$ cat src/design/fifo_process_scheduler_semaphores_macros.svh
// assertion macros shared by the scheduler modules
`ifndef FIFO_PROCESS_SCHEDULER_SEMAPHORES_MACROS_SVH
`define FIFO_PROCESS_SCHEDULER_SEMAPHORES_MACROS_SVH

`ifndef ASSERT_OFF
// same-cycle implication
`define FPS_ASSERT_IMPL(lbl, clk, rst, a, b) \
  lbl: assert property (@(posedge clk) disable iff (rst) (a) |-> (b)) \
    else $error("scheduler check failed");
// next-cycle implication
`define FPS_ASSERT_NEXT(lbl, clk, rst, a, b) \
  lbl: assert property (@(posedge clk) disable iff (rst) (a) |=> (b)) \
    else $error("scheduler check failed");
`else
`define FPS_ASSERT_IMPL(lbl, clk, rst, a, b)
`define FPS_ASSERT_NEXT(lbl, clk, rst, a, b)
`endif

`endif

$ cat src/design/fps_pkg.sv
package fps_pkg;

  // operation codes
  localparam logic [2:0] MODE_MAKE_READY  = 3'd0;
  localparam logic [2:0] MODE_BLOCK_CHILD = 3'd1;
  localparam logic [2:0] MODE_SEM_CREATE  = 3'd2;
  localparam logic [2:0] MODE_SEM_P       = 3'd3;
  localparam logic [2:0] MODE_SEM_V       = 3'd4;
  localparam logic [2:0] MODE_SCHEDULE    = 3'd5;
  localparam logic [2:0] MODE_SET_STATUS  = 3'd6;
  localparam logic [2:0] MODE_UNUSED      = 3'd7;

  // process status codes
  localparam logic [2:0] ST_FREE    = 3'd0;
  localparam logic [2:0] ST_READY   = 3'd1;
  localparam logic [2:0] ST_RUNNING = 3'd2;
  localparam logic [2:0] ST_BLOCKED = 3'd3;
  localparam logic [2:0] ST_ZOMBIE  = 3'd4;

  // result codes
  localparam logic [1:0] RC_OK       = 2'd0;
  localparam logic [1:0] RC_SHUTDOWN = 2'd1;
  localparam logic [1:0] RC_STUCK    = 2'd2;
  localparam logic [1:0] RC_FULL     = 2'd3;

  // datapath micro-operations
  typedef enum logic [4:0] {
    U_NONE, U_LATCH, U_MR_CLR, U_BOC_W, U_CREATE, U_P_RD, U_P_CHK, U_V_RD,
    U_V_INC, U_SET, U_RM_INIT_R, U_RM_INIT_B, U_RM_RD, U_RM_CHK, U_ADD_R,
    U_ADD_B, U_WK_INIT, U_WK_TEST, U_WK_GET, U_WK_Z, U_WK_S, U_WK_UNLINK,
    U_DISP, U_DISP2, U_SC_RD, U_SC_CHK
  } uop_t;

  // controller states
  typedef enum logic [4:0] {
    S_IDLE, S_DECODE, S_MR_CLR, S_BOC_W, S_CREATE, S_P_RD, S_P_CHK, S_P_BLK,
    S_V_RD, S_V_INC, S_SET, S_RM_INIT_R, S_RM_INIT_B, S_RM_RD, S_RM_CHK,
    S_ADD_R, S_ADD_B, S_WK_INIT, S_WK_TEST, S_WK_GET, S_WK_Z, S_WK_S,
    S_WK_UNLINK, S_DISP, S_DISP2, S_SC_RD, S_SC_CHK, S_FIN
  } state_t;

  typedef struct packed {
    uop_t uop;
  } cmd_t;

  typedef struct packed {
    logic [2:0] mode;
    logic       tgt_ok;
    logic       sem_ok;
    logic       subj_in_rdy;
    logic       subj_in_blk;
    logic       rm_hit;
    logic       cnt_zero;
    logic       wk_cand;
    logic       st_zombie;
    logic       cnt_nonzero;
    logic       run_v;
    logic       rdy_empty;
    logic       sc_stop;
  } stat_t;

endpackage

$ cat src/design/fps_dp.sv
`include "fifo_process_scheduler_semaphores_macros.svh"

module fps_dp #(
  parameter int PROC_SLOTS = 32,
  parameter int SEM_SLOTS  = 16,
  parameter int COUNT_BITS = 16
) (
  input  logic             clk,
  input  logic             rst,
  input  fps_pkg::cmd_t    cmd,
  output fps_pkg::stat_t   stat,
  input  logic [2:0]       mode,
  input  logic [4:0]       target_proc,
  input  logic [4:0]       child_proc,
  input  logic [3:0]       sem_select,
  input  logic [15:0]      sem_init,
  input  logic [2:0]       new_status,
  output logic [1:0]       result_code,
  output logic             run_valid,
  output logic [4:0]       run_proc,
  output logic [3:0]       sem_created
);
  import fps_pkg::*;

  localparam int PW = $clog2(PROC_SLOTS);
  localparam int LW = $clog2(PROC_SLOTS + 1);
  localparam int SW = (SEM_SLOTS > 1) ? $clog2(SEM_SLOTS) : 1;
  localparam int UW = $clog2(SEM_SLOTS + 1);
  localparam int CB = COUNT_BITS;

  typedef struct packed {
    logic          aw_v;
    logic [4:0]    aw;
    logic          ws_v;
    logic [SW-1:0] ws;
  } wrec_t;

  uop_t uop;
  assign uop = cmd.uop;

  // latched request
  logic [2:0]    mode_r;
  logic [PW-1:0] tgt;
  logic          tgt_ok;
  logic [4:0]    child;
  logic [SW-1:0] sem;
  logic          sem_ok;
  logic [CB-1:0] init;
  logic [2:0]    nst;

  // list and walk registers
  logic [PROC_SLOTS-1:0] in_rdy, in_blk;
  logic [PW-1:0] rh, rt, bh, bt;
  logic [LW-1:0] rl, bl, cnt;
  logic [PW-1:0] cur, prv, sp, subj, idx, run_p;
  logic          prv_v, lsel, run_v;
  logic [UW-1:0] siu;

  // memories and their read data
  logic [2:0]    s_mem [PROC_SLOTS];
  logic [PW-1:0] l_mem [PROC_SLOTS];
  wrec_t         w_mem [PROC_SLOTS];
  logic [CB-1:0] c_mem [SEM_SLOTS];
  logic [PROC_SLOTS-1:0] s_vld, w_vld;
  logic [2:0]    s_q;
  logic [PW-1:0] l_q;
  wrec_t         w_q;
  logic [CB-1:0] c_q;

  logic          s_we, s_re, l_we, l_re, w_we, w_re, c_we, c_re;
  logic [PW-1:0] s_wa, s_ra, l_wa, l_ra, w_wa, w_ra;
  logic [SW-1:0] c_wa, c_ra;
  logic [2:0]    s_wd;
  logic [PW-1:0] l_wd;
  wrec_t         w_wd;
  logic [CB-1:0] c_wd;

  // decision terms
  logic subj_rdy, subj_blk, hit, cand, zomb, c_nz, keep, full, st_busy, last;
  logic [PW-1:0] l_tail;

  assign subj_rdy = in_rdy[subj];
  assign subj_blk = in_blk[subj];
  assign hit      = (cur == subj);
  assign cand     = (mode_r == MODE_SEM_V) ? w_q.ws_v
                  : (w_q.aw_v && (32'(w_q.aw) < PROC_SLOTS));
  assign zomb     = (s_q == ST_ZOMBIE);
  assign c_nz     = (c_q != '0);
  assign keep     = ((uop == U_WK_GET) && !cand) || ((uop == U_WK_Z) && !zomb) ||
                    ((uop == U_WK_S) && !c_nz);
  assign full     = (32'(siu) >= SEM_SLOTS);
  assign st_busy  = (s_q != ST_FREE) && (s_q != ST_ZOMBIE);
  assign last     = (idx == PW'(PROC_SLOTS - 1));
  assign l_tail   = lsel ? bt : rt;

  // status to controller
  always_comb begin
    stat.mode        = mode_r;
    stat.tgt_ok      = tgt_ok;
    stat.sem_ok      = sem_ok;
    stat.subj_in_rdy = subj_rdy;
    stat.subj_in_blk = subj_blk;
    stat.rm_hit      = hit;
    stat.cnt_zero    = (cnt == '0);
    stat.wk_cand     = cand;
    stat.st_zombie   = zomb;
    stat.cnt_nonzero = c_nz;
    stat.run_v       = run_v;
    stat.rdy_empty   = (rl == '0);
    stat.sc_stop     = st_busy || last;
  end

  // status memory ports
  always_comb begin
    s_we = 1'b0;
    s_wa = subj;
    s_wd = ST_READY;
    unique case (uop)
      U_SET:   begin s_we = tgt_ok && (nst <= ST_ZOMBIE); s_wa = tgt; s_wd = nst; end
      U_ADD_R: begin s_we = !subj_rdy; s_wd = ST_READY; end
      U_ADD_B: begin s_we = !subj_blk; s_wd = ST_BLOCKED; end
      U_DISP2: begin s_we = 1'b1; s_wa = rh; s_wd = ST_RUNNING; end
      default: ;
    endcase
    s_re = (uop == U_SC_RD) || ((uop == U_WK_GET) && cand);
    s_ra = (uop == U_SC_RD) ? idx : PW'(w_q.aw);
  end

  // link memory ports
  always_comb begin
    l_we = 1'b0;
    l_wa = prv;
    l_wd = subj;
    unique case (uop)
      U_RM_CHK:    begin l_we = hit && prv_v; l_wd = l_q; end
      U_WK_UNLINK: begin l_we = prv_v; l_wd = cur; end
      U_ADD_R:     begin l_we = !subj_rdy && (rl != '0); l_wa = rt; end
      U_ADD_B:     begin l_we = !subj_blk && (bl != '0); l_wa = bt; end
      default: ;
    endcase
    l_re = (uop == U_RM_RD) || (uop == U_WK_TEST) || ((uop == U_DISP) && (rl != '0));
    l_ra = (uop == U_DISP) ? rh : cur;
  end

  // wait record memory ports
  always_comb begin
    w_we = 1'b0;
    w_wa = sp;
    w_wd = w_q;
    unique case (uop)
      U_MR_CLR: begin w_we = 1'b1; w_wa = tgt; w_wd = '0; end
      U_BOC_W:  begin
        w_we = 1'b1; w_wa = tgt;
        w_wd = '{aw_v: 1'b1, aw: child, ws_v: 1'b0, ws: '0};
      end
      U_P_CHK:  begin
        w_we = !c_nz && run_v; w_wa = run_p;
        w_wd = '{aw_v: 1'b0, aw: '0, ws_v: 1'b1, ws: sem};
      end
      U_WK_Z:   begin w_we = zomb; w_wd.aw_v = 1'b0; end
      U_WK_S:   begin w_we = c_nz; w_wd.ws_v = 1'b0; end
      default: ;
    endcase
    w_re = (uop == U_WK_TEST) && (cnt != '0);
    w_ra = cur;
  end

  // count memory ports
  always_comb begin
    c_we = 1'b0;
    c_wa = sem;
    c_wd = c_q - 1'b1;
    unique case (uop)
      U_CREATE: begin c_we = !full; c_wa = SW'(siu); c_wd = init; end
      U_P_CHK:  c_we = c_nz;
      U_V_INC:  begin c_we = 1'b1; c_wd = (&c_q) ? c_q : c_q + 1'b1; end
      U_WK_S:   begin c_we = c_nz; c_wa = w_q.ws; end
      default: ;
    endcase
    c_re = (uop == U_P_RD) || (uop == U_V_RD) || ((uop == U_WK_GET) && cand);
    c_ra = (uop == U_WK_GET) ? w_q.ws : sem;
  end

  // memories
  always_ff @(posedge clk) begin
    if (s_we) s_mem[s_wa] <= s_wd;
    if (s_re) s_q <= s_vld[s_ra] ? s_mem[s_ra] : ST_FREE;
    if (l_we) l_mem[l_wa] <= l_wd;
    if (l_re) l_q <= l_mem[l_ra];
    if (w_we) w_mem[w_wa] <= w_wd;
    if (w_re) w_q <= w_vld[w_ra] ? w_mem[w_ra] : '0;
    if (c_we) c_mem[c_wa] <= c_wd;
    if (c_re) c_q <= c_mem[c_ra];
  end

  // control state with reset
  always_ff @(posedge clk) begin
    if (rst) begin
      in_rdy <= '0;
      in_blk <= '0;
      rl     <= '0;
      bl     <= '0;
      siu    <= '0;
      run_v  <= 1'b0;
      s_vld  <= '0;
      w_vld  <= '0;
    end else begin
      if (s_we) s_vld[s_wa] <= 1'b1;
      if (w_we) w_vld[w_wa] <= 1'b1;
      unique case (uop)
        U_CREATE: if (!full) siu <= siu + 1'b1;
        U_RM_CHK: begin
          if (hit) begin
            if (lsel) begin
              in_blk[subj] <= 1'b0;
              bl <= bl - 1'b1;
            end else begin
              in_rdy[subj] <= 1'b0;
              rl <= rl - 1'b1;
            end
          end
        end
        U_ADD_R: begin
          if (!subj_rdy) begin
            in_rdy[subj] <= 1'b1;
            rl <= rl + 1'b1;
          end
        end
        U_ADD_B: begin
          if (!subj_blk) begin
            in_blk[subj] <= 1'b1;
            bl <= bl + 1'b1;
          end
        end
        U_WK_UNLINK: begin
          in_blk[sp] <= 1'b0;
          bl <= bl - 1'b1;
        end
        U_DISP: if (rl == '0) run_v <= 1'b0;
        U_DISP2: begin
          in_rdy[rh] <= 1'b0;
          rl <= rl - 1'b1;
          run_v <= 1'b1;
        end
        default: ;
      endcase
    end
  end

  // request, list pointers, walk and result registers
  always_ff @(posedge clk) begin
    unique case (uop)
      U_LATCH: begin
        mode_r      <= mode;
        tgt         <= PW'(target_proc);
        subj        <= PW'(target_proc);
        tgt_ok      <= (32'(target_proc) < PROC_SLOTS);
        child       <= child_proc;
        sem         <= SW'(sem_select);
        sem_ok      <= (32'(sem_select) < SEM_SLOTS);
        init        <= CB'(sem_init);
        nst         <= new_status;
        result_code <= RC_OK;
        run_valid   <= 1'b0;
        run_proc    <= '0;
        sem_created <= '0;
      end
      U_CREATE: begin
        if (full) result_code <= RC_FULL;
        else sem_created <= 4'(siu);
      end
      U_P_CHK: if (!c_nz) subj <= run_p;
      U_RM_INIT_R: begin lsel <= 1'b0; cur <= rh; prv_v <= 1'b0; end
      U_RM_INIT_B: begin lsel <= 1'b1; cur <= bh; prv_v <= 1'b0; end
      U_RM_CHK: begin
        if (hit) begin
          if (!prv_v) begin
            if (lsel) bh <= l_q;
            else rh <= l_q;
          end
          if (cur == l_tail) begin
            if (lsel) bt <= prv;
            else rt <= prv;
          end
        end else begin
          prv   <= cur;
          prv_v <= 1'b1;
          cur   <= l_q;
        end
      end
      U_ADD_R: begin
        if (!subj_rdy) begin
          if (rl == '0) rh <= subj;
          rt <= subj;
        end
      end
      U_ADD_B: begin
        if (!subj_blk) begin
          if (bl == '0) bh <= subj;
          bt <= subj;
        end
      end
      U_WK_INIT: begin cnt <= bl; cur <= bh; prv_v <= 1'b0; end
      U_WK_TEST: sp <= cur;
      U_WK_GET: begin cur <= l_q; cnt <= cnt - 1'b1; end
      U_WK_UNLINK: begin
        if (!prv_v) bh <= cur;
        if (sp == bt) bt <= prv;
        subj <= sp;
      end
      U_DISP: idx <= '0;
      U_DISP2: begin
        rh        <= l_q;
        run_p     <= rh;
        run_valid <= 1'b1;
        run_proc  <= 5'(rh);
      end
      U_SC_CHK: begin
        if (st_busy) result_code <= RC_STUCK;
        else if (last) result_code <= RC_SHUTDOWN;
        else idx <= idx + 1'b1;
      end
      default: ;
    endcase
    // node stays on the blocked list
    if (keep) begin
      prv   <= sp;
      prv_v <= 1'b1;
    end
  end

  `FPS_ASSERT_IMPL(a_rdy_len, clk, rst, 1'b1, $countones(in_rdy) == 32'(rl))
  `FPS_ASSERT_IMPL(a_blk_len, clk, rst, 1'b1, $countones(in_blk) == 32'(bl))
  `FPS_ASSERT_IMPL(a_one_list, clk, rst, 1'b1, (in_rdy & in_blk) == '0)

endmodule

$ cat src/design/fps_ctrl.sv
`include "fifo_process_scheduler_semaphores_macros.svh"

module fps_ctrl (
  input  logic           clk,
  input  logic           rst,
  input  logic           start,
  output logic           busy,
  output logic           done,
  input  fps_pkg::stat_t stat,
  output fps_pkg::cmd_t  cmd
);
  import fps_pkg::*;

  state_t state, state_next;

  // state register
  always_ff @(posedge clk) begin
    if (rst) state <= S_IDLE;
    else state <= state_next;
  end

  // next state and micro-operation
  always_comb begin
    state_next = state;
    cmd.uop    = U_NONE;
    unique case (state)
      S_IDLE: begin
        if (start) begin
          cmd.uop    = U_LATCH;
          state_next = S_DECODE;
        end
      end
      S_DECODE: begin
        unique case (stat.mode)
          MODE_MAKE_READY:
            if (!stat.tgt_ok) state_next = S_FIN;
            else if (stat.subj_in_blk) state_next = S_RM_INIT_B;
            else state_next = S_ADD_R;
          MODE_BLOCK_CHILD: state_next = stat.tgt_ok ? S_BOC_W : S_FIN;
          MODE_SEM_CREATE:  state_next = S_CREATE;
          MODE_SEM_P:       state_next = stat.sem_ok ? S_P_RD : S_FIN;
          MODE_SEM_V:       state_next = stat.sem_ok ? S_V_RD : S_FIN;
          MODE_SCHEDULE:    state_next = S_WK_INIT;
          MODE_SET_STATUS:  state_next = S_SET;
          default:          state_next = S_FIN;
        endcase
      end
      S_MR_CLR: begin cmd.uop = U_MR_CLR; state_next = S_ADD_R; end
      S_BOC_W: begin
        cmd.uop    = U_BOC_W;
        state_next = stat.subj_in_rdy ? S_RM_INIT_R : S_ADD_B;
      end
      S_CREATE: begin cmd.uop = U_CREATE; state_next = S_FIN; end
      S_P_RD:   begin cmd.uop = U_P_RD; state_next = S_P_CHK; end
      S_P_CHK: begin
        cmd.uop = U_P_CHK;
        if (!stat.cnt_nonzero && stat.run_v) state_next = S_P_BLK;
        else state_next = S_FIN;
      end
      S_P_BLK:  state_next = stat.subj_in_rdy ? S_RM_INIT_R : S_ADD_B;
      S_V_RD:   begin cmd.uop = U_V_RD; state_next = S_V_INC; end
      S_V_INC:  begin cmd.uop = U_V_INC; state_next = S_WK_INIT; end
      S_SET:    begin cmd.uop = U_SET; state_next = S_FIN; end
      S_RM_INIT_R: begin cmd.uop = U_RM_INIT_R; state_next = S_RM_RD; end
      S_RM_INIT_B: begin cmd.uop = U_RM_INIT_B; state_next = S_RM_RD; end
      S_RM_RD:  begin cmd.uop = U_RM_RD; state_next = S_RM_CHK; end
      S_RM_CHK: begin
        cmd.uop = U_RM_CHK;
        if (!stat.rm_hit) state_next = S_RM_RD;
        else if (stat.mode == MODE_MAKE_READY) state_next = S_MR_CLR;
        else state_next = S_ADD_B;
      end
      S_ADD_R: begin
        cmd.uop    = U_ADD_R;
        state_next = (stat.mode == MODE_MAKE_READY) ? S_FIN : S_WK_TEST;
      end
      S_ADD_B: begin
        cmd.uop    = U_ADD_B;
        state_next = (stat.mode == MODE_BLOCK_CHILD) ? S_FIN : S_WK_INIT;
      end
      S_WK_INIT: begin cmd.uop = U_WK_INIT; state_next = S_WK_TEST; end
      S_WK_TEST: begin
        cmd.uop = U_WK_TEST;
        if (!stat.cnt_zero) state_next = S_WK_GET;
        else if (stat.mode == MODE_SEM_V) state_next = S_FIN;
        else state_next = S_DISP;
      end
      S_WK_GET: begin
        cmd.uop = U_WK_GET;
        if (!stat.wk_cand) state_next = S_WK_TEST;
        else if (stat.mode == MODE_SEM_V) state_next = S_WK_S;
        else state_next = S_WK_Z;
      end
      S_WK_Z: begin
        cmd.uop    = U_WK_Z;
        state_next = stat.st_zombie ? S_WK_UNLINK : S_WK_TEST;
      end
      S_WK_S: begin
        cmd.uop    = U_WK_S;
        state_next = stat.cnt_nonzero ? S_WK_UNLINK : S_WK_TEST;
      end
      S_WK_UNLINK: begin cmd.uop = U_WK_UNLINK; state_next = S_ADD_R; end
      S_DISP: begin
        cmd.uop    = U_DISP;
        state_next = stat.rdy_empty ? S_SC_RD : S_DISP2;
      end
      S_DISP2:  begin cmd.uop = U_DISP2; state_next = S_FIN; end
      S_SC_RD:  begin cmd.uop = U_SC_RD; state_next = S_SC_CHK; end
      S_SC_CHK: begin
        cmd.uop    = U_SC_CHK;
        state_next = stat.sc_stop ? S_FIN : S_SC_RD;
      end
      S_FIN:    state_next = S_IDLE;
      default:  state_next = S_IDLE;
    endcase
  end

  assign busy = (state != S_IDLE);
  assign done = (state == S_FIN);

  `FPS_ASSERT_NEXT(a_done_pulse, clk, rst, done, !done)
  `FPS_ASSERT_NEXT(a_accept_busy, clk, rst, start && !busy, busy && !done)

endmodule

$ cat src/design/fifo_process_scheduler_semaphores.sv
// one transaction at a time, taken when start is high and busy is low
// done follows the steps of each operation: create, set_status and a plain make_ready
// apply their update right after decode, a P that takes a unit reads the count and then
// checks it, list removal walks entry by entry, the wake walk visits each blocked entry
// and the idle scan checks each slot; result ports valid for the single cycle done is high;
// receiver cannot stall; synchronous reset: all processes free, lists empty, no semaphores, none running
module fifo_process_scheduler_semaphores #(
  parameter int PROC_SLOTS = 32,
  parameter int SEM_SLOTS  = 16,
  parameter int COUNT_BITS = 16
) (
  input  logic        clk,
  input  logic        rst,
  input  logic        start,
  output logic        busy,
  input  logic [2:0]  mode,
  input  logic [4:0]  target_proc,
  input  logic [4:0]  child_proc,
  input  logic [3:0]  sem_select,
  input  logic [15:0] sem_init,
  input  logic [2:0]  new_status,
  output logic        done,
  output logic [1:0]  result_code,
  output logic        run_valid,
  output logic [4:0]  run_proc,
  output logic [3:0]  sem_created
);
  import fps_pkg::*;

  cmd_t  cmd;
  stat_t stat;

  // sequencer
  fps_ctrl u_ctrl (
    .clk   (clk),
    .rst   (rst),
    .start (start),
    .busy  (busy),
    .done  (done),
    .stat  (stat),
    .cmd   (cmd)
  );

  // tables, lists and counts
  fps_dp #(
    .PROC_SLOTS (PROC_SLOTS),
    .SEM_SLOTS  (SEM_SLOTS),
    .COUNT_BITS (COUNT_BITS)
  ) u_dp (
    .clk         (clk),
    .rst         (rst),
    .cmd         (cmd),
    .stat        (stat),
    .mode        (mode),
    .target_proc (target_proc),
    .child_proc  (child_proc),
    .sem_select  (sem_select),
    .sem_init    (sem_init),
    .new_status  (new_status),
    .result_code (result_code),
    .run_valid   (run_valid),
    .run_proc    (run_proc),
    .sem_created (sem_created)
  );

endmodule

$ cat config.mk
export PLATFORM = sky130hd
export DESIGN_NAME = fifo_process_scheduler_semaphores
export DESIGN_NICKNAME = d
export VERILOG_FILES = /design/src/design/fps_pkg.sv /design/src/design/fps_dp.sv /design/src/design/fps_ctrl.sv /design/src/design/fifo_process_scheduler_semaphores.sv
export VERILOG_INCLUDE_DIRS = /design/src /design/src/design
export SDC_FILE = /design/constraint.sdc
export NUM_CORES = 2
export LEC_CHECK = 0
export BUFFER_PORTS_ARGS = -buffer_cell sky130_fd_sc_hd__buf_2
export CELL_PAD_IN_SITES_DETAIL_PLACEMENT = 1
export CELL_PAD_IN_SITES_GLOBAL_PLACEMENT = 2
export CORE_MARGIN = 1.5
export CORE_UTILIZATION = 47
export CTS_CLUSTER_SIZE = 16
export DETAILED_ROUTE_END_ITERATION = 10
export PLACE_DENSITY_LB_ADDON = 0.1
export RECOVER_POWER = 50
export REMOVE_ABC_BUFFERS = 1
export SKIP_CTS_REPAIR_TIMING = 1
export SLEW_MARGIN = 20
export SYNTH_ARGS = -nofsm -noshare
export SYNTH_HDL_FRONTEND = slang
export SYNTH_SLANG_ARGS = --single-unit
$ cat constraint.sdc
create_clock -name clk -period 4.6 [get_ports clk]
set_input_delay 0.23 -clock clk [delete_from_list [all_inputs] [get_ports clk]]
set_output_delay 0.23 -clock clk [all_outputs]
set_load 0.01 [all_outputs]
After elaboration in Yosys (flattened, before gate mapping). Memory sizes are Yosys's and may differ from the RTL's. A register that Yosys moved wholly into a read port is not among the register bits. Cells that the tools add are included.

Muxes and demuxes: 131. Divide/modulo/power cells: 0. Eq/ne operators: 85. Reduce and logical (&&, ||, !) cells: 84. Shift operators: 0. Order comparisons: 14. Bitwise logic cells: 12. $mul: 0. Add/sub/neg operators: 9.

Operators by type and width (number): two-way mux 32 bit (6); one-hot mux 32 bit (3 select lines) (2); two-way mux 5 bit (37); AND 32 bit (4); bitwise OR 32 bit (4); one-hot mux 5 bit (25 select lines) (1); equality test 5 bit (second input constant) (23); one-hot mux 5 bit (22 select lines) (1); inverter 32 bit (3); equality test 5 x 4 -> 1 bit (second input constant) (16); one-hot mux 5 bit (2 select lines) (8); one-hot mux 5 bit (3 select lines) (4); less-than comparator 5 x 6 -> 1 bit (second input constant) (7); equality test 5 x 3 -> 1 bit (second input constant) (8); two-way mux 6 bit (6); one-hot mux 6 bit (3 select lines) (2); one-hot mux 5 bit (7 select lines) (1); one-hot mux 16 bit (2 select lines) (1); != test 2 bit (second input constant) (14); demux 1 bit (select 5 bit) (5); greater-or-equal comparator 5 x 1 -> 1 bit (second input constant) (5); one-hot mux 4 bit (2 select lines) (3); two-way mux 1 bit (23); binary-select mux 1 bit (select 5 bit) (4); other kinds (49) (147).

ROM bits: 0. Logic and storage cells: 371. Latch bits: 0. Memories kept: 4. Register bits after elaboration: 257. Output and inout port bits: 14. RAM bits: 864.

Memories: u_dp.w_mem (depth 32, width 11, rd ports 1, clocked after memory_dff 1, wr ports 1, RTL line fps_dp.sv:62) `wrec_t w_mem [PROC_SLOTS];`; u_dp.c_mem (depth 16, width 16, rd ports 1, clocked after memory_dff 1, wr ports 1, RTL line fps_dp.sv:63) `logic [CB-1:0] c_mem [SEM_SLOTS];`; u_dp.l_mem (depth 32, width 5, rd ports 1, clocked after memory_dff 1, wr ports 1, RTL line fps_dp.sv:61) `logic [PW-1:0] l_mem [PROC_SLOTS];`; u_dp.s_mem (depth 32, width 3, rd ports 1, clocked after memory_dff 1, wr ports 1, RTL line fps_dp.sv:60) `logic [2:0] s_mem [PROC_SLOTS];`.

Depth between registers and ports, before layout.
Word-level depth: 10. Gate-level depth with buffers: 14.

By module. From an unflattened synthesis, not the netlist that was laid out.

Cells, all modules: 3515. Area, all modules: 49941.6 µm².

By module, submodules not included: fps_dp (area each 48970.7 µm², cells each 3359, instances 1); fps_ctrl (area each 970.9 µm², cells each 156, instances 1).

Worst setup path after synthesis. Ideal clock, no wire load.

Path type: flip-flop to flip-flop. Start: register u_dp.c_q[0], read port of u_dp.c_mem. End: memory u_dp.w_mem[15][0] in the netlist's numbering, enable pin. Stages on the path, launching flop included: 10. Arrival: 3.167 ns. Slack: 1.039 ns. Buffers on the path: 0. Setup time: 0.393 ns. Clock period less this slack: 3.561 ns. Cells stage by stage: edfxtp_1 > inv_1 > ha_1 > or3b_1 > or4_1 > nor3_4 > nand3_2 > a22oi_2 > nor2_1 > nor3_1.

Word-level cells in the longest chain between the ends: 6.

RTL lines: from (decl) (RTL line fps_dp.sv:68) `logic [CB-1:0] c_q;`; nonzero test 16 bit (*) (RTL line fps_dp.sv:88) `assign c_nz = (c_q != '0);`; zero test 1 bit (RTL line fps_dp.sv:157) `w_we = !c_nz && run_v; w_wa = run_p;`; logical AND 1 bit (RTL line fps_dp.sv:157); one-hot mux 1 bit (4 select lines) (*) (RTL line fps_dp.sv:150) `unique case (uop)`; two-way mux 1 bit (*) (RTL line fps_dp.sv:190) `if (w_we) w_mem[w_wa] <= w_wd;`; two-way mux 1 bit (implied by the code) (*) (RTL line fps_dp.sv:190); to (decl) (RTL line fps_dp.sv:62).

Every way passes the cells marked *; elsewhere a longest branch is shown, timed or not.

Final worst setup path.
Start: register u_ctrl.state[2]. End: memory u_dp.l_mem[22][4] in the netlist's numbering, enable pin.

Word-level cells in the longest chain between the ends: 6. Elaborated cells between the ends (all ways): 34.

RTL lines: from (decl) (RTL line fps_ctrl.sv:14) `state_t state, state_next;`; from (signal assigned) (RTL line fps_ctrl.sv:19) `else state <= state_next;`; equality test 5 bit, or another cell as far along (RTL line fps_ctrl.sv:26) `unique case (state)`; one-hot mux 5 bit (25 select lines) (*) (RTL line fps_ctrl.sv:26); equality test 5 x 4 -> 1 bit / equality test 5 bit (equally long branches) (RTL line fps_dp.sv:134) `unique case (uop)`; one-hot mux 1 bit (4 select lines) (RTL line fps_dp.sv:134); two-way mux 1 bit (RTL line fps_dp.sv:188) `if (l_we) l_mem[l_wa] <= l_wd;`; two-way mux 1 bit (implied by the code) (RTL line fps_dp.sv:188); to (decl) (RTL line fps_dp.sv:61).

Marked as above.

==> flow_metrics.env <==
export IMPL_grt_pass1_vias=32180
export IMPL_numCtsBuffers=120
export IMPL_clkSlewWorstSetupHoldPaths_ns=0.06
export IMPL_crit_family="simple AND/OR/NAND/NOR gates"
export IMPL_synth_top_flop_cell="edfxtp_1"
export IMPL_min_to="u_ctrl.state[2]"
export IMPL_wl_um=144900
export IMPL_die_h_um=328.8
export IMPL_setup_tns_ns=0
export IMPL_setup_ws_ns=0.3662
export IMPL_worst_hold_slack_ns=0.1514
export IMPL_cp_max_fo=16
export IMPL_final_cell_mix="1004 x edfxtp_1, 299 x nand2_1, 246 x mux4_2, 228 x nor2_1, 161 x a21oi_1"
export IMPL_grt_usage=0.2693
export IMPL_fp_dieW_um=328.8
export IMPL_setup_violations=0
export IMPL_fin_crit_sh=0.9204
export IMPL_holdCritStartpoint="start"
export IMPL_cp_arrival_ns=4.59
export IMPL_vias=30965
export IMPL_layout_drive_gt1_share=0.1932
export IMPL_slew_viol_final=562
export IMPL_rsz0062_at_grt="no"
export IMPL_dpl_worst_slack_ns=0.5769
export IMPL_cts_tree="done"
export IMPL_drt_iter0_drc=2677
export IMPL_crit_path_max_incr_delay_ns=0.72
export IMPL_viasPerCell=6.233
export IMPL_ys_seq_area_frac=0.6655
export IMPL_final_antenna_net_count=0
export IMPL_first_pass_iters=5
export IMPL_grt_max_degree=102
export IMPL_whs_path_depth=3
export IMPL_cp_common_cell="clkbuf_1"
export IMPL_clockBufferDepth=3
export IMPL_area_growth_pct=13.48
export IMPL_syn_inst=3312
export IMPL_worst_pin_slew_ns=2.387
export IMPL_rows=119
export IMPL_io_buffers=52
export IMPL_slowest_stage="dfxtp_1"
export IMPL_hold_class="input port to flip-flop"
export IMPL_required_ns=4.96
export IMPL_grt_ovfl_total=0
export IMPL_yosysWarnings=0
export IMPL_start_util=0.4738
export IMPL_fin_skew_ns=0.04224
export IMPL_cap_violations=17
export IMPL_min_period_ns=4.234
export IMPL_endpoint_kind="flip-flop"
export IMPL_synthArstFlopShare=0
export IMPL_synth_cell_types=98
export IMPL_max_slew_margin_rel=-0.5912
export IMPL_ios=53
export IMPL_antenna_found_initial=1
export IMPL_dieArea_mm2=0.1081
export IMPL_dp_hpwl_um=94510
export IMPL_crit_buf_inv=2
export IMPL_clock_fmax_mhz=236.2
export IMPL_reg2reg_depth=8
export IMPL_drcViolationCount=0
export IMPL_outcome="finished, violations left"
export IMPL_worstSetupPathType="flip-flop to flip-flop"
export IMPL_final_common_cell="edfxtp_1"
export IMPL_grt_first_pass_wirelength_um=215600
export IMPL_irDropWorstVdd_mv=0.3783
export IMPL_syn_area_mm2=0.04988
export IMPL_p_leak_nw=18.20
export IMPL_clockRootBuffer="clkbuf_16"
export IMPL_final_hold_viol_count=0
export IMPL_layout_nets=3521
export IMPL_clkLatencyLatePin_ns=0.73
export IMPL_rrSetupSlack_ns=0.37
export IMPL_synth_edff_count=1004
export IMPL_synth_seq_cells=1156
export IMPL_core_mm2=0.1053
export IMPL_cp_cell_sequence="clkbuf_1 > nor3_1 > and2_0 > clkbuf_1 > a22oi_1 > nand2_1 > nor3b_1 > nor2b_1"
export IMPL_place_congestion=0.8967
export IMPL_wire_per_inst_um=29.17
export IMPL_start_kind="flip-flop"
export IMPL_numClockSinks=1156
export IMPL_r2r_end="u_dp.l_mem[22][4]"
export IMPL_synth_avg_cell_area_um2=15.06
export IMPL_timing_rr_start="u_ctrl.state[2]"
export IMPL_power_density_mw_per_mm2=525.9
export IMPL_violations="max-capacitance violations, max-slew violations"
export IMPL_htree_levels=3
## through the flow
| step | area, µm² | total power (W) | cells | utilization |
|---|---|---|---|---|
| after floorplan | 48890 | 0.01716 | 3097 | - |
| after global placement | 52460 | 0.01979 | 4702 | 0.4983 |
| after detailed placement | 52460 | 0.02005 | 4702 | 0.4983 |
| after CTS | 56540 | 0.02999 | 4930 | 0.5371 |
| after global routing | 56600 | 0.03076 | 4967 | 0.5376 |
| final | 56600 | 0.02977 | 4968 | 0.5377 |
## cell families (layout without fill, tap and decap cells)
group | Yosys count | in the layout | share of synthesized area
other | 0 | 1 | 0
AO/OA/AOI/OAI | 602 | 602 | 0.08479
XOR/XNOR | 41 | 41 | 0.007199
AND/OR/NAND/NOR | 927 | 927 | 0.09036
multiplexers | 318 | 318 | 0.1263
buffers and inverters | 255 | 519 | 0.02273
flip-flops | 1156 | 1156 | 0.6655
adder cells (fa/ha/maj) | 13 | 13 | 0.003211
## registers in the layout, summed over array words and instances, names as in the netlist, 6 cells and up
signal,cells
u_dp.w_mem,352
u_dp.init,16
u_dp.l_mem,160
u_dp.w_vld,32
u_dp.in_blk,32
u_dp.s_mem,96
u_dp.in_rdy,32
u_dp.c_q,16
u_dp.s_vld,32
u_dp.w_q,11
u_dp.cnt,6
u_dp.c_mem,256
u_dp.rl,6
u_dp.bl,6
## power by group
group          internal (W)  total, W  switching [W]
clock network       0.00577   0.00997        0.00421
logic               0.00185   0.00638        0.00453
registers            0.0130    0.0134       0.000435
total                0.0206    0.0298        0.00917
## cells in the mapped netlist (21+ instances only)
| cell type | count | share of area |
|---|---|---|
| nand2_1 | 300 | 0.023 |
| and2_1 | 32 | 0.0040 |
| o2bb2ai_1 | 52 | 0.0091 |
| mux4_2 | 246 | 0.11 |
| nand2b_1 | 21 | 0.0026 |
| nor2b_1 | 22 | 0.0028 |
| xnor2_1 | 22 | 0.0039 |
| a211oi_1 | 78 | 0.012 |
| nand3_1 | 77 | 0.0077 |
| buf_1 | 21 | 0.0016 |
| nor2_1 | 228 | 0.017 |
| a221o_1 | 28 | 0.0056 |
| edfxtp_1 | 1004 | 0.60 |
| clkbuf_1 | 124 | 0.0093 |
| a31oi_1 | 37 | 0.0046 |
| buf_2 | 46 | 0.0046 |
| o22ai_1 | 26 | 0.0033 |
| nor3_1 | 96 | 0.0096 |
| o21ai_0 | 67 | 0.0067 |
| dfxtp_1 | 152 | 0.061 |
| inv_1 | 37 | 0.0028 |
| mux2i_1 | 54 | 0.011 |
| a21oi_1 | 164 | 0.016 |
| and3_1 | 46 | 0.0058 |
## metal layers
layer,GRT usage,wire [µm],part of all wire,up-vias
met5,0,0,0,-
met3,0.04432,9359,0.065,252
met2,0.4244,68160,0.47,1049
li1,-,-,-,13424
met1,0.3876,63280,0.44,16240
met4,0.07664,4094,0.028,0
## tightest hold or removal path, delay by kind of cell
family | cells | cell delay [ns]
AO/OA/AOI/OAI | 1 | 0.29
buffers and inverters | 1 | 0.15
AND/OR/NAND/NOR | 1 | 0.16
## worst max path at each step
| stage | startpoint | to | slack [ns] | depth (start not counted) |
|---|---|---|---|---|
| 3_3_place_gp | u_dp.c_q[0] | u_dp.w_mem[12][5] | 0.71 | 9 |
| 6_report | u_ctrl.state[2] | u_dp.l_mem[22][4] | 0.37 | 8 |
| 5_1_grt | u_ctrl.state[2] | u_dp.l_mem[22][4] | 0.17 | 8 |
| 2_1_floorplan | u_ctrl.state[4] | u_dp.c_q[0] | -4.62 | 7 |
| 3_5_place_dp | u_dp.c_q[0] | u_dp.c_mem[12][4] | 0.58 | 10 |
| 4_1_cts | u_dp.c_q[0] | u_dp.c_mem[12][13] | 0.58 | 10 |
## final cells by class
type	instances	area, µm²
Clock buffer	146	3212
Clock inverter	82	865.8
Inverter	40	150.1
Antenna cell	1	2.502
Multi-Input combinational cell	1901	15690
Timing Repair Buffer	251	1745
Tap cell	1391	1740
Fill cell	9898	48670
Sequential cell	1156	33190
Note: power is estimated with default switching activity, not from simulation.
